==> src/gksr_pkg.sv <==
`timescale 1ns / 1ps
// ----------------------------------------------------------------------------
// gksr_pkg
// Shared widths, codes, states and the exp table of the spike-rate estimator.
// ----------------------------------------------------------------------------
package gksr_pkg;

    // ring and table depths are powers of two
    localparam int RING_DEPTH      = 64;
    localparam int RING_IDX_W      = $clog2(RING_DEPTH);
    localparam int CNT_W           = RING_IDX_W + 1;
    localparam int EXP_TABLE_DEPTH = 1024;
    localparam int EXP_IDX_W       = $clog2(EXP_TABLE_DEPTH);
    localparam int TIME_BITS       = 48;

    localparam int CMD_W     = 2;
    localparam int DT_W      = 24;
    localparam int WIN_W     = 24;
    localparam int SCALE_W   = 24;
    localparam int GAIN_W    = 24;
    localparam int NCNT_W    = 16;
    localparam int CFG_W     = 24;
    localparam int CFG_IDX_W = 2;
    localparam int RATE_W    = 32;
    localparam int USED_W    = 7;
    localparam int ENTRY_W   = 16;
    localparam int ARG_W     = 16;
    localparam int TERM_W    = GAIN_W + ENTRY_W;
    localparam int SUM_W     = TERM_W + CNT_W;
    localparam int RATE_SHIFT = 15;

    localparam logic [WIN_W-1:0]   WIN_RESET   = 24'd314573;
    localparam logic [SCALE_W-1:0] SCALE_RESET = 24'd51236;
    localparam logic [GAIN_W-1:0]  GAIN_RESET  = 24'd231705;
    localparam logic [NCNT_W-1:0]  NCNT_RESET  = 16'd1;

    typedef enum logic [CMD_W-1:0] {
        CMD_TICK  = 2'd0,
        CMD_FIRE  = 2'd1,
        CMD_CLEAR = 2'd2
    } cmd_t;

    typedef enum logic [CFG_IDX_W-1:0] {
        REG_WINDOW = 2'd0,
        REG_SCALE  = 2'd1,
        REG_GAIN   = 2'd2,
        REG_NCOUNT = 2'd3
    } reg_idx_t;

    typedef enum logic [2:0] {
        ST_IDLE,
        ST_WALK,
        ST_DRAIN,
        ST_DIVIDE,
        ST_RESULT
    } state_t;

    typedef struct packed {
        logic              start;
        logic [SUM_W-1:0]  dividend;
        logic [NCNT_W-1:0] divisor;
    } div_req_t;

    typedef struct packed {
        logic             done;
        logic [SUM_W-1:0] quotient;
    } div_rsp_t;

    typedef logic [EXP_TABLE_DEPTH-1:0][ENTRY_W-1:0] exp_rom_t;

    // exp(-16*i/depth) in Q1.15: series through the sixth power on y/256, then squared eight times
    function automatic exp_rom_t build_exp_rom();
        exp_rom_t    rom;
        logic [63:0] y;
        logic [63:0] s;
        logic [63:0] t;
        for (int i = 0; i < EXP_TABLE_DEPTH; i++) begin
            y = (64'(i) << 26) / EXP_TABLE_DEPTH;
            s = 64'd1 << 30;
            t = 64'd1 << 30;
            t = (t * y) >> 30;
            s = s - t;
            t = ((t * y) >> 30) / 2;
            s = s + t;
            t = ((t * y) >> 30) / 3;
            s = s - t;
            t = ((t * y) >> 30) / 4;
            s = s + t;
            t = ((t * y) >> 30) / 5;
            s = s - t;
            t = ((t * y) >> 30) / 6;
            s = s + t;
            for (int k = 0; k < 8; k++) begin
                s = (s * s) >> 30;
            end
            rom[i] = ENTRY_W'((s + (64'd1 << 14)) >> 15);
        end
        return rom;
    endfunction

endpackage

==> src/gksr_div.sv <==
`timescale 1ns / 1ps
// ----------------------------------------------------------------------------
// gksr_div
// Restoring divider of the kernel sum by the neuron count, one bit per cycle.
// ----------------------------------------------------------------------------
module gksr_div (
    input  logic                aclk,
    input  logic                aresetn,
    input  gksr_pkg::div_req_t  req,
    output gksr_pkg::div_rsp_t  rsp
);

    localparam int STEP_W = $clog2(gksr_pkg::SUM_W + 1);

    logic [gksr_pkg::NCNT_W-1:0] rem_reg, rem_next;
    logic [gksr_pkg::SUM_W-1:0]  quo_reg, quo_next;
    logic [gksr_pkg::NCNT_W-1:0] div_reg, div_next;
    logic [STEP_W-1:0]           step_reg, step_next;
    logic                        busy_reg, busy_next;
    logic                        done_reg, done_next;

    logic [gksr_pkg::NCNT_W:0]   rem_sh;
    logic                        fits;

    always_comb begin
        rem_sh    = {rem_reg, quo_reg[gksr_pkg::SUM_W-1]};
        fits      = rem_sh >= {1'b0, div_reg};
        rem_next  = rem_reg;
        quo_next  = quo_reg;
        div_next  = div_reg;
        step_next = step_reg;
        busy_next = busy_reg;
        done_next = 1'b0;
        if (req.start) begin
            rem_next  = '0;
            quo_next  = req.dividend;
            div_next  = req.divisor;
            step_next = STEP_W'(gksr_pkg::SUM_W);
            busy_next = 1'b1;
        end else if (busy_reg) begin
            rem_next  = fits ? gksr_pkg::NCNT_W'(rem_sh - {1'b0, div_reg})
                             : rem_sh[gksr_pkg::NCNT_W-1:0];
            quo_next  = {quo_reg[gksr_pkg::SUM_W-2:0], fits};
            step_next = step_reg - 1'b1;
            if (step_reg == STEP_W'(1)) begin
                busy_next = 1'b0;
                done_next = 1'b1;
            end
        end
    end

    always_ff @(posedge aclk) begin
        if (!aresetn) begin
            busy_reg <= 1'b0;
            done_reg <= 1'b0;
            step_reg <= '0;
        end else begin
            busy_reg <= busy_next;
            done_reg <= done_next;
            step_reg <= step_next;
        end
        rem_reg <= rem_next;
        quo_reg <= quo_next;
        div_reg <= div_next;
    end

    assign rsp.done     = done_reg;
    assign rsp.quotient = quo_reg;

endmodule

==> config.mk <==
export PLATFORM = sky130hd
export DESIGN_NAME = gksr_div
export DESIGN_NICKNAME = d
export VERILOG_FILES = /design/src/gksr_pkg.sv /design/src/gksr_div.sv
export SDC_FILE = /design/constraint.sdc
export NUM_CORES = 1
export LEC_CHECK = 0
export BUFFER_PORTS_ARGS = -buffer_cell sky130_fd_sc_hd__buf_2
export CAP_MARGIN = 5
export CORE_MARGIN = 8
export CORE_UTILIZATION = 50
export DETAILED_ROUTE_END_ITERATION = 8
export PLACE_DENSITY = 0.74
export SLEW_MARGIN = 20
export SYNTH_ARGS = -nofsm -noshare
export SYNTH_HDL_FRONTEND = slang
export SYNTH_SLANG_ARGS = --single-unit
==> constraint.sdc <==
create_clock -name aclk -period 2.8 [get_ports aclk]
set_input_delay 0.56 -clock aclk [delete_from_list [all_inputs] [get_ports aclk]]
set_output_delay 0.56 -clock aclk [all_outputs]
set_load 0.02 [all_outputs]
## After elaboration in Yosys (flattened, before gate mapping)

Index checks and enable logic that the tools add are counted.

- Bits in registers: 87
- Input port bits: 66
- Output and inout bits: 48
- Logic and storage cells: 25

- $add $sub $neg: 2
- Order comparisons: 1
- Eq/ne operators: 1
- Multiplexer cells: 9
- Bitwise operators: 2
- Reduce and logical (&&, ||, !) cells: 3

Operator list:

| kind | number |
|---|---|
| 47-bit 2-to-1 mux | 2 |
| 17-bit by 16-bit greater-or-equal comparator with 1-bit output | 1 |
| 16-bit 2-to-1 mux | 1 |
| 16-bit subtractor | 1 |
| 6-bit 2-to-1 mux | 2 |
| 6-bit by 1-bit equality test with 1-bit output (second input constant) | 1 |
| 6-bit by 1-bit subtractor with 6-bit output (second input constant) | 1 |
| 1-bit 2-to-1 mux | 4 |
| 3-bit OR reduction | 1 |
| 1-bit NOT | 2 |
| 2-bit nonzero test | 1 |
| 2-bit OR reduction | 1 |

## Depth between registers and ports, before layout

- Depth after elaboration: 4
- Gate-level depth with buffers: 9
- Depth with buffers taken out: 9

## Least setup slack after synthesis

OpenSTA, ideal clock, no wires.

- Kind: reg2reg
- Start point: register quo_reg[46] (netlist name)
- End point: register rem_reg[10] (netlist name)
- Setup time: 0.142 ns
- Arrival time: 2.192 ns
- Data required time: 2.658 ns
- Path slack: 0.466 ns
- Stages on the path, launching flop included: 10
- Buffers on the path: 0
- Period minus slack after synthesis: 2.334 ns
- Cells stage by stage: edfxtp_1 > inv_1 > ha_1 > fa_1 > nand2b_1 > a21o_1 > a211oi_1 > o21ai_0 > a221oi_1 > a311oi_1

- Longest elaborated chain between the ends: 2
- Elaborated cells on any way between the ends: 3
- Classes of those cells: add/sub (1); order compare (1); mux (1)

RTL lines:

| element | line | RTL |
|---|---|---|
| start: declaration | gksr_div.sv:16 | `logic [gksr_pkg::SUM_W-1:0] quo_reg, quo_next;` |
| start signal: assignment | gksr_div.sv:63 | `quo_reg <= quo_next;` |
| 16-bit subtractor or 17-bit by 16-bit greater-or-equal comparator with 1-bit output (tied branches) | gksr_div.sv:41, gksr_div.sv:27 |  |
| 16-bit 2-to-1 mux * | gksr_div.sv:41 | `rem_next = fits ? gksr_pkg::NCNT_W'(rem_sh - {1'b0, div_reg})` |
| end signal: assignment | gksr_div.sv:62 | `rem_reg <= rem_next;` |
| end: declaration | gksr_div.sv:15 | `logic [gksr_pkg::NCNT_W-1:0] rem_reg, rem_next;` |

Mark *: on every way between the ends. The rest lies on a longest branch, timed or not.
A chain may end at the register's enable or synchronous reset.

## Worst setup path after layout

- Start point: register div_reg[6] (netlist name)
- End point: register rem_reg[1] (netlist name)

- Longest elaborated chain between the ends: 2

RTL lines:

| element | line | RTL |
|---|---|---|
| start: declaration | gksr_div.sv:17 | `logic [gksr_pkg::NCNT_W-1:0] div_reg, div_next;` |
| start signal: assignment | gksr_div.sv:64 | `div_reg <= div_next;` |
| 17-bit by 16-bit greater-or-equal comparator with 1-bit output | gksr_div.sv:27 | `fits = rem_sh >= {1'b0, div_reg};` |
| 16-bit 2-to-1 mux | gksr_div.sv:41 |  |

Every way passes these cells.

==> reports/metrics.yaml <==
layout-drive-gt1-share_pct: 37.4
post-route-drc-count: 0
maxCapViolCount: 0
synth_area_per_cell_um2: 11.6
finalInstanceArea_mm2: 0.00546
setup_violations: 0
place_area_mm2: 0.00524
report.final.hold_viol_count: 0
min_period_ns: 2.43
pwr_density_cell_mw_per_mm2: 601
fin_crit_sh_pct: 86.7
tns_ns: 0
layout_commonest_cell: "buf_2"
hold_class: "primary input to flop"
first_pass_iters: 4
synth_edf_count: 63
cts_tree: "yes"
hpwl_mm: 7.60
endpoint_kind: "flop"
wl_per_cell_um: 16.7
overflow: 0
cts_setup_buffers: 0
gp_congestion: 0.857
leakage_nw: 2.26
layout_common_cells: "112 x buf_2, 63 x edfxtp_1, 47 x mux2_2, 27 x inv_1, 25 x nor2_1"
syn-num-nets: 477
htree_levels: 3
crit_fanout: 11
rsz0062_at_grt: "false"
synth_top_area_share_pct: 41.6
cp-start-kind: "flop"
worst_slew_pin_slew_ns: 0.624
relSlewSlack_pct: 58.4
synthArstFlopShare_pct: 0
core_area_mm2: 0.00902
skew_ns: 0.0175
via_count: 3435
synth-simple-area-share_pct: 9.81
netlist_area_mm2: 0.00455
slew_violations: 0
synth_cell_types: 52
initial_utilization_pct: 50.5
ys_seq_area_share_pct: 52.1
worstSetupPathType: "flop to flop"
initialDrtViolationCount: 134
clk_pin_slew_ns: 0.09
synthMuxAreaShare_pct: 12.1
area_growth_pct: 20.0
design.die.area_mm2: 0.0124
arrival_ns: 2.70
row_count: 35
clock_sinks: 87
ctsHoldBuffers: 0
cts.root.buffer_cell: "clkbuf_8"
largest_reg_flops: 47
status: "complete, no violations"
antenna_found_initial: 1
die-height_um: 111
synth_top_family_by_area: "compound AO/OA/AOI/OAI gates"
groute.usage.overall_pct: 16.3
yosysWarnings: 0
yosysTopAreaCell: "edfxtp_1"
synth_xor_area_share_pct: 2.89
synth_compound_area_share_pct: 13.6
maxClockFrequency_mhz: 412
first_global_vias: 3510
post-route-util_pct: 60.6
cts_buffers: 9
ir_worst_vdd_mv: 0.325
numPortBuffers: 113
synth_cells: 392
clock_latency_ns: 0.36
wl_mm: 10.4
final_nets: 588
synthAdderAreaFrac_pct: 5.39
grt_max_degree: 59
viasPerCell: 5.54
synthFlopType: "edfxtp_1"
required_ns: 3.07
dieWidth_um: 111
clk_path_buf_depth: 2
synthTopCellsByArea: "edfxtp_1 42%, mux2_2 12%, dfxtp_1 11%, ha_1 4.9%, inv_1 2.2%"
grt_pass1_wl_mm: 16.7
io_pins: 114
cts_resized: 0
synth-seq-cells: 87
drtAntennaViolNets: 0
fillers: 759
[metrics by stage]
stage               setup WS (ns)  hold slack, ns  cells  power, mW
CTS                         0.397           0.353    619       3.30
global placement            0.480           0.493    603       2.30
floorplan                   0.466           0.464    392       2.10
detailed placement          0.418           0.495    603       2.32
finish                      0.374           0.375    620       3.28
global route                0.192           0.353    619       3.43
[cell families after synthesis]
| group | count (synthesis) |
|---|---|
| adders and majority gates | 19 |
| xor gates and xnor gates | 15 |
| AOI/OAI and AO/OA | 87 |
| DFF | 87 |
| and+or+nand+nor | 90 |
| buffers and inverters | 45 |
| muxes | 49 |
[layer usage]
layer | up-vias | routed length (µm) | global-route usage (%) | part of all wire [%]
met3 | 20 | 960 | 7.37 | 9.3
li1 | 1683 | - | - | -
met2 | 110 | 4720 | 25.8 | 45
met4 | 2 | 195 | 6.40 | 1.9
met1 | 1620 | 4490 | 18.9 | 43
met5 | - | 13 | 0 | 0.13
[cells in the mapped netlist, types with 7 or more instances]
cell,number
xnor2_1,8
nor2_1,25
a311oi_1,11
a21oi_1,16
o21ai_0,18
edfxtp_1,63
xor2_1,7
nand2_1,19
nand3_1,13
inv_1,27
dfxtp_1,24
clkbuf_1,14
ha_1,18
mux2_2,47
[cell type report]
cell class,count,area [µm²],area share [%]
inverters,27,101,1.86
multi-input cells,260,1990,36.5
clock inverters,7,101,1.86
flip-flops and latches,87,2370,43.4
diodes,1,2.50,0.0458
clock buffers,9,124,2.27
repair buffers,118,631,11.5
well taps,111,139,2.54
[worst max-delay path: stages, from the launching register on]
cell and delay (ns):
edfxtp_1 0.33, inv_1 0.04, ha_1 0.34, a211oi_2 0.27, o21bai_1 0.13, or2_4 0.26
o211a_1 0.35, or4_1 0.53, o221ai_1 0.09
[where the power goes]
group          switching (mW)  leakage, nW  internal, mW
combinational           0.404         1.32         0.298
clock                   0.479        0.114         0.514
sequential             0.0676        0.827          1.52
[final timing paths]
path / start / endpoint / slack [ns] / cells past startpoint
hold reg to reg: rem_reg[4] / rem_reg[5] / 0.51 / 2
setup / recovery: div_reg[6] / rem_reg[1] / 0.37 / 8
hold / removal: req[7] / div_reg[7] / 0.37 / 1
setup reg to reg: div_reg[6] / rem_reg[1] / 0.37 / 8
No activity file was read; power rests on OpenSTA's default activity.
